===== src/sws_queue.sv =====
`timescale 1ns / 1ps
// ----------------------------------------------------------------------------
// sws_queue: two-entry job queue
// Decouples the front (sample intake) from the back (window evaluation).
// ----------------------------------------------------------------------------
module sws_queue #(
   parameter int W = 8
) (
   input  logic         clock,
   input  logic         reset,
   input  logic         push,
   input  logic [W-1:0] din,
   input  logic         pop,
   output logic [W-1:0] dout,
   output logic         full,
   output logic         empty,
   output logic [1:0]   count
);

   logic [W-1:0] slot_ff [2];
   logic         wp_ff;
   logic         rp_ff;
   logic [1:0]   cnt_ff;

   assign full  = (cnt_ff == 2'd2);
   assign empty = (cnt_ff == 2'd0);
   assign dout  = slot_ff[rp_ff];
   assign count = cnt_ff;

   // payload storage
   always_ff @(posedge clock) begin
      if (push && !full) begin
         slot_ff[wp_ff] <= din;
      end
   end

   // pointers and fill level
   always_ff @(posedge clock) begin
      if (reset) begin
         wp_ff  <= 1'b0;
         rp_ff  <= 1'b0;
         cnt_ff <= 2'd0;
      end else begin
         if (push && !full) wp_ff <= ~wp_ff;
         if (pop && !empty) rp_ff <= ~rp_ff;
         cnt_ff <= cnt_ff + {1'b0, (push && !full)} - {1'b0, (pop && !empty)};
      end
   end

endmodule


===== config.mk =====
export PLATFORM = sky130hd
export DESIGN_NAME = sws_queue
export DESIGN_NICKNAME = d
export VERILOG_FILES = /design/src/sws_queue.sv
export SDC_FILE = /design/constraint.sdc
export NUM_CORES = 1
export LEC_CHECK = 0
export BUFFER_PORTS_ARGS = -buffer_cell sky130_fd_sc_hd__clkbuf_2
export CAP_MARGIN = 20
export CORE_MARGIN = 2
export CORE_UTILIZATION = 30
export CTS_BUF_LIST = sky130_fd_sc_hd__clkbuf_4 sky130_fd_sc_hd__clkbuf_8
export DETAILED_ROUTE_END_ITERATION = 6
export GPL_TIMING_DRIVEN = 0
export PLACE_DENSITY = 0.57
export SETUP_SLACK_MARGIN = 0.1
export SYNTH_ARGS = -nofsm -noshare
export SYNTH_HDL_FRONTEND = slang
export SYNTH_SLANG_ARGS = --single-unit

===== constraint.sdc =====
create_clock -name clock -period 3.1 [get_ports clock]
set_input_delay 0.465 -clock clock [delete_from_list [all_inputs] [get_ports clock]]
set_output_delay 0.465 -clock clock [all_outputs]
set_load 0.02 [all_outputs]

==> metrics.cfg, run 1 <==
[cells_and_area]
nNetsFinal = 94
seqCellArea_um2 = 581
area_growth_pct = 22.5
diodes = 0
n_fill_cell = 265
drive_gt1_share_pct = 44.3
final_common_cell = clkbuf_2
final_cell_mix = clkbuf_2, edfxtp_1, mux2_1, dfxtp_1
multiInputGateArea_um2 = 210
post-route-util_pct = 39.4

[logic_synthesis]
async_reset_ff_share_pct = 0
synth_area_per_cell_um2 = 15.6
syn-num-nets = 66
ys_seq_elements = 21
mappedNetlistArea_um2 = 811
synth_ff_type = edfxtp_1
yosysWarnings = 0
synth_edf_count = 16
netlist_instances = 52
synth-seq-area-share_pct = 71.6
synth.distinct_cells = 21

[sta]
relSlewSlack_pct = 79.1
worstMarginPinSlew_ns = 0.313
slew_viol_final = 0
setup_viol = 0
setup_tns_ns = 0
hold_viol = 0
rsz0062_at_grt = false
fin_crit_sh_pct = 57.6
skew_ns = 0.00174
fmax_ghz = 0.560
setup_slack_ns = 1.31
min_period_ns = 1.79

[floorplan]
coreArea_um2 = 2520
dieArea_um2 = 3130
die_w_um = 56.0
initial_utilization_pct = 32.1
row_count = 18
dieHeight_um = 56.0
ios = 24

[worst_setup_path]
cp.required_ns = 2.63
critPathArrivalTime_ns = 1.32
path_class = flip-flop to output port
end_kind = output port
critPathSlowestCell = mux2_2
cp_slowest_stage_delay_ns = 0.36
path_cells = buf_2 > mux2_2 > clkbuf_2
cp-start-kind = flip-flop
crit_fanout = 8
r2r-start = count[1]

[hold_path]
hp-start = din[5]
min-delay-path-class = input pin to flip-flop

[grt]
grtUsageTotal_pct = 8.32
grt_overflow = 0
grt_pass1_vias = 493
grt_pass1_wl_um = 1990
grt_max_degree = 12
antenna_found_initial = 0

[clocking]
htree_levels = 1
cts_made_buffers = 3
post_cts_buffers = 0
clkLatencyLatePin_ns = 0.28
clkTransAtPathRegs_ns = 0.10
clock_sinks = 21
postCtsResizedCells = 0
cts_tree = done
cts_hold_buf = 0
cts-root-buf = clkbuf_4
cts_max_path_buffers = 2

[outcome]
status = finished clean

[placement]
dp_slack_ns = 1.44
finalWeightedCongestion = 0.676
io_buffers = 23

[power]
power_density_nw_per_um2 = 834
irDropWorstVdd_v = 0.000476
p_leak_uw = 0.000424

[detailed_routing]
drt_iter0_drc = 4
wl_per_cell_um = 11.1
dr.pass1.iters = 5
wl_um = 1220
vias = 469
route.detailed.drc = 0
avgViaCountPerCell = 4.30
ant_nets = 0

[job]
drv_cap = 0

==> cells by family after synthesis <==
group                    after synthesis  share of synthesized area, %
AO/OA/AOI/OAI                          3                          2.31
XOR/XNOR                               2                          2.16
adder cells (fa/ha/maj)                2                          3.09
buffers and inverters                  5                          2.47
flip-flops                            21                          71.6
multiplexers                           8                          11.1
AND/OR/NAND/NOR                       11                          7.25
==> final cells by class <==
cell class / instances / area share (%)
Clock buffer: 4 / 3.02
Multi-Input combinational cell: 26 / 21.2
Sequential cell: 21 / 58.4
Inverter: 4 / 1.51
Tap cell: 30 / 3.78
Buffer: 1 / 0.504
Timing Repair Buffer: 23 / 11.6
==> flip-flops by register name, indices dropped and copies added (netlist names), named ones only <==
signal   flops
wp_ff        1
count        2
rp_ff        1
slot_ff     16
==> synthesized netlist by cell type, types with 2 or more instances <==
library cell | n | area [um2]
edfxtp_1 | 16 | 480
dfxtp_1 | 5 | 100
mux2_1 | 5 | 56.3
nor2_1 | 4 | 15.0
inv_1 | 3 | 11.3
mux2_2 | 3 | 33.8
ha_1 | 2 | 25.0
==> power by group <==
part	leakage (uW)	internal (uW)	switching [uW]	total [uW]
Combinational	0.000215	124	186	309
Sequential	0.000191	363	25.6	389
Clock	0.0000184	58.6	72.1	131
==> worst max-delay path: cells and delay by family, from the launching register on <==
| family | cells | cell delay (ns) |
|---|---|---|
| muxes | 1 | 0.36 |
| buffers and inverters | 2 | 0.36 |
| DFF | 1 | 0.32 |
==> stage by stage <==
step / cell area, um2 / std cells / hold WS [ns] / power, uW
floorplan: 811 / 52 / 0.451 / 615
detailed placement: 963 / 105 / 0.493 / 711
finish: 993 / 109 / 0.363 / 829
global placement: 963 / 105 / 0.467 / 704
global route: 993 / 109 / 0.343 / 884
CTS: 993 / 109 / 0.353 / 844
==> final timing paths <==
kind,slack [ns],cells past startpoint,endpoint
worst max-delay path,1.31,3,dout[0]
worst min-delay path,0.36,1,slot_ff[1][5]
worst max register to register,1.51,7,count[1]
worst min register to register,0.51,2,wp_ff
==> layer usage <==
layer	GRT usage, %	vias up	part of all wire [%]
met4	4.08	0	0.99
met2	14.1	16	48
met3	3.02	2	8.1
met1	9.12	213	42
li1	-	238	-
met5	0	-	0
No activity file was read; power rests on OpenSTA's default activity.
==> inputs of run 2 (changes only) <==
clock period = 1.7 ns   (was 3.1 ns; I/O delays follow)
==> metrics.cfg, run 2 (synthesis results as in run 1) <==
[floorplan]
die_w_um = 56.0  ; unchanged
row_count = 18  ; unchanged
ios = 24  ; unchanged
initial_utilization_pct = 32.1  ; unchanged
coreArea_um2 = 2520  ; unchanged
dieArea_um2 = 3130  ; unchanged
dieHeight_um = 56.0  ; unchanged

[placement]
io_buffers = 23  ; unchanged
finalWeightedCongestion = 0.629  ; -7.0%
dp_slack_ns = 0.115  ; -1.32 ns
detailed_place_hpwl_um = 909

[cells_and_area]
area_growth_pct = 32.1
largest_reg_flops = 16  ; unchanged
nNetsFinal = 97  ; +3.2%
drive_gt1_share_pct = 53.7  ; +9.4 points
diodes = 0  ; unchanged
largest_register = slot_ff
final_common_cell = clkbuf_2
final_cell_mix = clkbuf_2, edfxtp_1, mux2_1

[detailed_routing]
drt_iter0_drc = 3  ; -1
wl_per_cell_um = 11.9  ; +6.6%
route.detailed.drc = 0  ; unchanged
dr.pass1.iters = 2  ; -3
wl_um = 1330  ; +9.5%
vias = 482  ; +2.8%
avgViaCountPerCell = 4.30  ; about the same
ant_nets = 0  ; unchanged

[grt]
grt_pass1_wl_um = 2050  ; +3.1%
grt_pass1_vias = 477  ; -3.2%
grtUsageTotal_pct = 8.71  ; +0.39 points
grt_overflow = 0  ; unchanged
grt_max_degree = 12  ; unchanged
antenna_found_initial = 0  ; unchanged

[sta]
slew_viol_final = 0  ; unchanged
setup_tns_ns = 0  ; unchanged
relSlewSlack_pct = 78.1  ; -1.0 points
fmax_ghz = 0.641
rsz0062_at_grt = true
skew_ns = 0.00205  ; +0.000314 ns
hold_viol = 0  ; unchanged
min_period_ns = 1.56
worstMarginPinSlew_ns = 0.329  ; +0.0155 ns
setup_viol = 0  ; unchanged
setup_slack_ns = 0.140  ; -1.17 ns
fin_crit_sh_pct = 91.8

[worst_setup_path]
end_kind = flip-flop
crit_fanout = 5  ; -3
critPathSlowestCell = dfxtp_4
path_buf_inv = 1  ; -1
critPathArrivalTime_ns = 1.78  ; +0.46 ns
cp.required_ns = 1.92  ; -0.71 ns
cp_slowest_stage_delay_ns = 0.38  ; +0.02 ns
path_delay_family = adder cells
path_cells = o21a_4 > ha_4 > inv_1 > ha_2 > xor2_2 > and2_1 > nor3_1
cp-start-kind = flip-flop
path_class = flip-flop to flip-flop

[job]
drv_cap = 0  ; unchanged

[clocking]
cts-root-buf = clkbuf_4
htree_levels = 1  ; unchanged
cts_max_path_buffers = 2  ; unchanged
clkLatencyLatePin_ns = 0.29  ; about the same
cts_tree = done
clkTransAtPathRegs_ns = 0.11  ; about the same
cts_made_buffers = 3  ; unchanged
clock_sinks = 21  ; unchanged

[power]
pwr-share-clk_pct = 14.7  ; -1.1 points
p_int_uw = 1090  ; +99%
power_density_nw_per_um2 = 1540  ; +85%
comb_power_share_pct = 41.0  ; +3.7 points
p_sw_share_pct = 34.1  ; -0.10 points
irDropWorstVdd_v = 0.000763  ; +60%
seqPwrFrac_pct = 44.3  ; -2.6 points
power.switching_uw = 562  ; +99%
p_leak_uw = 0.000445  ; +5.0%

[hold_path]
min-delay-path-class = input pin to flip-flop

[outcome]
status = finished clean

[run 2: cell types whose count changed in the layout (fill, tap and decap cells not counted), sizes merged]
cell  previous run  this run
buf              1         4
[run 2: power by group through the flow]
stage	sequential [uW]	clock, uW	combinational, uW
after floorplan	739	0	384
after global placement	720	0	570
after detailed placement	724	0	574
after CTS	716	257	583
after global routing	743	282	743
final	731	243	677
[run 2: worst register-to-register path: stages (launching register included)]
cell and delay [ns]:
dfxtp_4 0.38, o21a_4 0.23, ha_4 0.25, inv_1 0.04
ha_2 0.17, xor2_2 0.14, and2_1 0.13, nor3_1 0.14
[run 2: final cells by class]
cell class / instances / area [um2]
Buffer: 1 / 11.3
Clock buffer: 4 / 30.0
Fill cell: 250 / 1450
Inverter: 4 / 15.0
Multi-Input combinational cell: 26 / 251
Sequential cell: 21 / 588
Tap cell: 30 / 37.5
Timing Repair Buffer: 26 / 138
[run 2: repair_timing]
| item | 4_1_cts | 5_1_grt |
|---|---|---|
| endpoints found under the setup margin | 9 | 6 |
| hold buffers | 0 | 0 |
| gates cloned | 0 | 0 |
| resized for setup | 2 | 10 |
| buffers inserted | 0 | 3 |
| pin swaps | 0 | 3 |
[run 2: path summary, 6_finish.rpt]
| kind | slack [ns] | cells past startpoint | startpoint | endpoint |
|---|---|---|---|---|
| hold reg to reg | 0.50 | 2 | wp_ff | wp_ff |
| setup reg to reg | 0.14 | 7 | count[0] | count[1] |
| setup / recovery | 0.14 | 7 | count[0] | count[1] |
| hold / removal | 0.15 | 1 | din[4] | slot_ff[1][4] |
[run 2: through the flow]
stage          std cells  area (um2)  total power, uW  hold slack, ns  util, %
5_1_grt              112        1070             1770           0.111     42.5
6_report             112        1070             1650           0.145     42.5
4_1_cts              109         998             1560           0.131     39.6
3_5_place_dp         105         965             1300           0.450     38.2
2_1_floorplan         52         812             1120           0.319        -
3_3_place_gp         105         965             1290           0.446     38.2
[run 2: routing by layer]
layer	share of wire, %	track usage [%]
met5	0	0
met4	0	5.10
met3	9.3	4.65
met2	51	13.4
met1	39	9.40
==> inputs of run 3 (changes only) <==
CTS_BUF_LIST = default   (was sky130_fd_sc_hd__clkbuf_4 sky130_fd_sc_hd__clkbuf_8)
==> metrics.cfg, run 3 (synthesis results as in run 1) <==
[outcome]
status = finished clean

[sta]
relSlewSlack_pct = 78.1  ; about the same
slew_viol_final = 0  ; unchanged
fin_crit_sh_pct = 91.9  ; +0.14 points
worstMarginPinSlew_ns = 0.328  ; -0.000543 ns
fmax_ghz = 0.640  ; -0.15%
hold_viol = 0  ; unchanged
min_period_ns = 1.56  ; +0.00240 ns
setup_viol = 0  ; unchanged
setup_slack_ns = 0.138  ; -0.00240 ns
skew_ns = 0.00373  ; +0.00167 ns
rsz0062_at_grt = true
setup_tns_ns = 0  ; unchanged

[floorplan]
ios = 24  ; unchanged
row_count = 18  ; unchanged
coreArea_um2 = 2520  ; unchanged
initial_utilization_pct = 32.1  ; unchanged
dieArea_um2 = 3130  ; unchanged
dieHeight_um = 56.0  ; unchanged
die_w_um = 56.0  ; unchanged

[worst_setup_path]
cp-start-kind = flip-flop
path_class = flip-flop to flip-flop
end_kind = flip-flop
critPathArrivalTime_ns = 1.78  ; about the same
ff2ff_setup_slack_ns = 0.14  ; about the same
r2r-end = count[1]
r2r-start = count[0]
cp.required_ns = 1.91  ; about the same
cp-startpoint = count[0]
crit_fanout = 5  ; unchanged
timing.critical_path.to = count[1]
r2r_cells = 7  ; unchanged

[grt]
grt_pass1_vias = 477  ; unchanged
antenna_found_initial = 0  ; unchanged
grt_pass1_wl_um = 2040  ; -0.34%
grt_max_degree = 12  ; unchanged
grt_overflow = 0  ; unchanged
grtUsageTotal_pct = 8.56  ; -0.15 points

[cells_and_area]
final_cell_mix = clkbuf_2, edfxtp_1, mux2_1
final_cells = 112  ; unchanged
final_area_um2 = 1070  ; -0.35%
largest_reg_flops = 16  ; unchanged
final_common_cell = clkbuf_2
largest_register = slot_ff
area_growth_pct = 31.6
post-route-util_pct = 42.3  ; -0.15 points
diodes = 0  ; unchanged
drive_gt1_share_pct = 52.4  ; -1.2 points
nNetsFinal = 97  ; unchanged

[placement]
finalWeightedCongestion = 0.629  ; unchanged
io_buffers = 23  ; unchanged
dpl.cell_count = 105  ; unchanged
dpl_cell_area_um2 = 965  ; unchanged
dp_slack_ns = 0.115  ; unchanged
detailed_place_hpwl_um = 909  ; unchanged

[detailed_routing]
wl_um = 1320  ; -0.75%
drt_iter0_drc = 8  ; +5
vias = 484  ; +0.41%
route.detailed.drc = 0  ; unchanged
dr.pass1.iters = 2  ; unchanged
wl_per_cell_um = 11.8  ; -0.75%
ant_nets = 0  ; unchanged
avgViaCountPerCell = 4.32  ; +0.41%

[power]
irDropWorstVdd_v = 0.000762  ; about the same
comb_power_share_pct = 41.5  ; +0.5 points
p_int_uw = 1070  ; -1.5%
power.switching_uw = 559  ; -0.58%
p_leak_uw = 0.000442  ; -0.77%
p_sw_share_pct = 34.3  ; +0.20 points
power_density_nw_per_um2 = 1530  ; -0.82%
pwr-share-clk_pct = 13.8  ; -0.9 points
seqPwrFrac_pct = 44.8  ; +0.5 points

[clocking]
cts_tree = done
clkLatencyLatePin_ns = 0.29  ; about the same
clock_sinks = 21  ; unchanged
cts-root-buf = clkbuf_4
cts_max_path_buffers = 2  ; unchanged
cts_hold_buf = 0  ; unchanged
clkTransAtPathRegs_ns = 0.11  ; about the same
htree_levels = 1  ; unchanged
cts_made_buffers = 3  ; unchanged

[hold_path]
min-delay-path-class = input pin to flip-flop

[job]
drv_cap = 0  ; unchanged

run 3: changes by cell type in the layout (fill, tap and decap cells not counted):
cell      before  now
clkbuf_4       4    3
clkbuf_1       0    1
run 3: through the flow:
| step | hold slack (ns) | power (uW) |
|---|---|---|
| 4_1_cts | 0.136 | 1540 |
| 3_5_place_dp | 0.450 | 1300 |
| 3_3_place_gp | 0.446 | 1290 |
| 6_report | 0.148 | 1630 |
| 2_1_floorplan | 0.319 | 1120 |
| 5_1_grt | 0.116 | 1750 |
run 3: final cells by class:
class / instances / area [um2]
clock buffers: 4 / 26.3
multi-input cells: 26 / 251
plain buffers: 1 / 11.3
repair buffers: 26 / 138
well taps: 30 / 37.5
flip-flops and latches: 21 / 588
fillers: 250 / 1460
inverters: 4 / 15.0
run 3: how the worst min path moves through the flow:
stage | endpoint | cells past startpoint | from
after CTS | slot_ff[1][4] | 1 | din[4]
after global placement | slot_ff[0][1] | 1 | din[1]
after detailed placement | slot_ff[0][4] | 1 | din[4]
after floorplan | count[0] | 1 | reset
after global routing | slot_ff[1][4] | 1 | din[4]
final | slot_ff[1][1] | 1 | din[1]
run 3: power by group through the flow:
stage                     Clock, uW  Combinational [uW]  Sequential (uW)
after floorplan                   0                 384              739
after global placement            0                 570              720
after detailed placement          0                 574              724
after CTS                       238                 583              716
after global routing            263                 743              743
final                           224                 677              730
run 3: what timing repair did:
item,4_1_cts,5_1_grt
gates cloned,0,0
setup endpoints to repair,6,2
resized for setup,2,10
pin swaps,0,3
buffers inserted,0,3
run 3: layer usage:
layer / wire length [um] / GRT usage, %
met5: 0 / 0
met4: 0 / 4.08
met3: 130 / 4.65
met2: 677 / 13.6
met1: 514 / 9.25
run 3: critical path: stages, from the launching register on:
cell and delay [ns]:
dfxtp_4 0.38, o21a_4 0.23, ha_4 0.25, inv_1 0.04
ha_2 0.17, xor2_2 0.14, and2_1 0.13, nor3_1 0.14
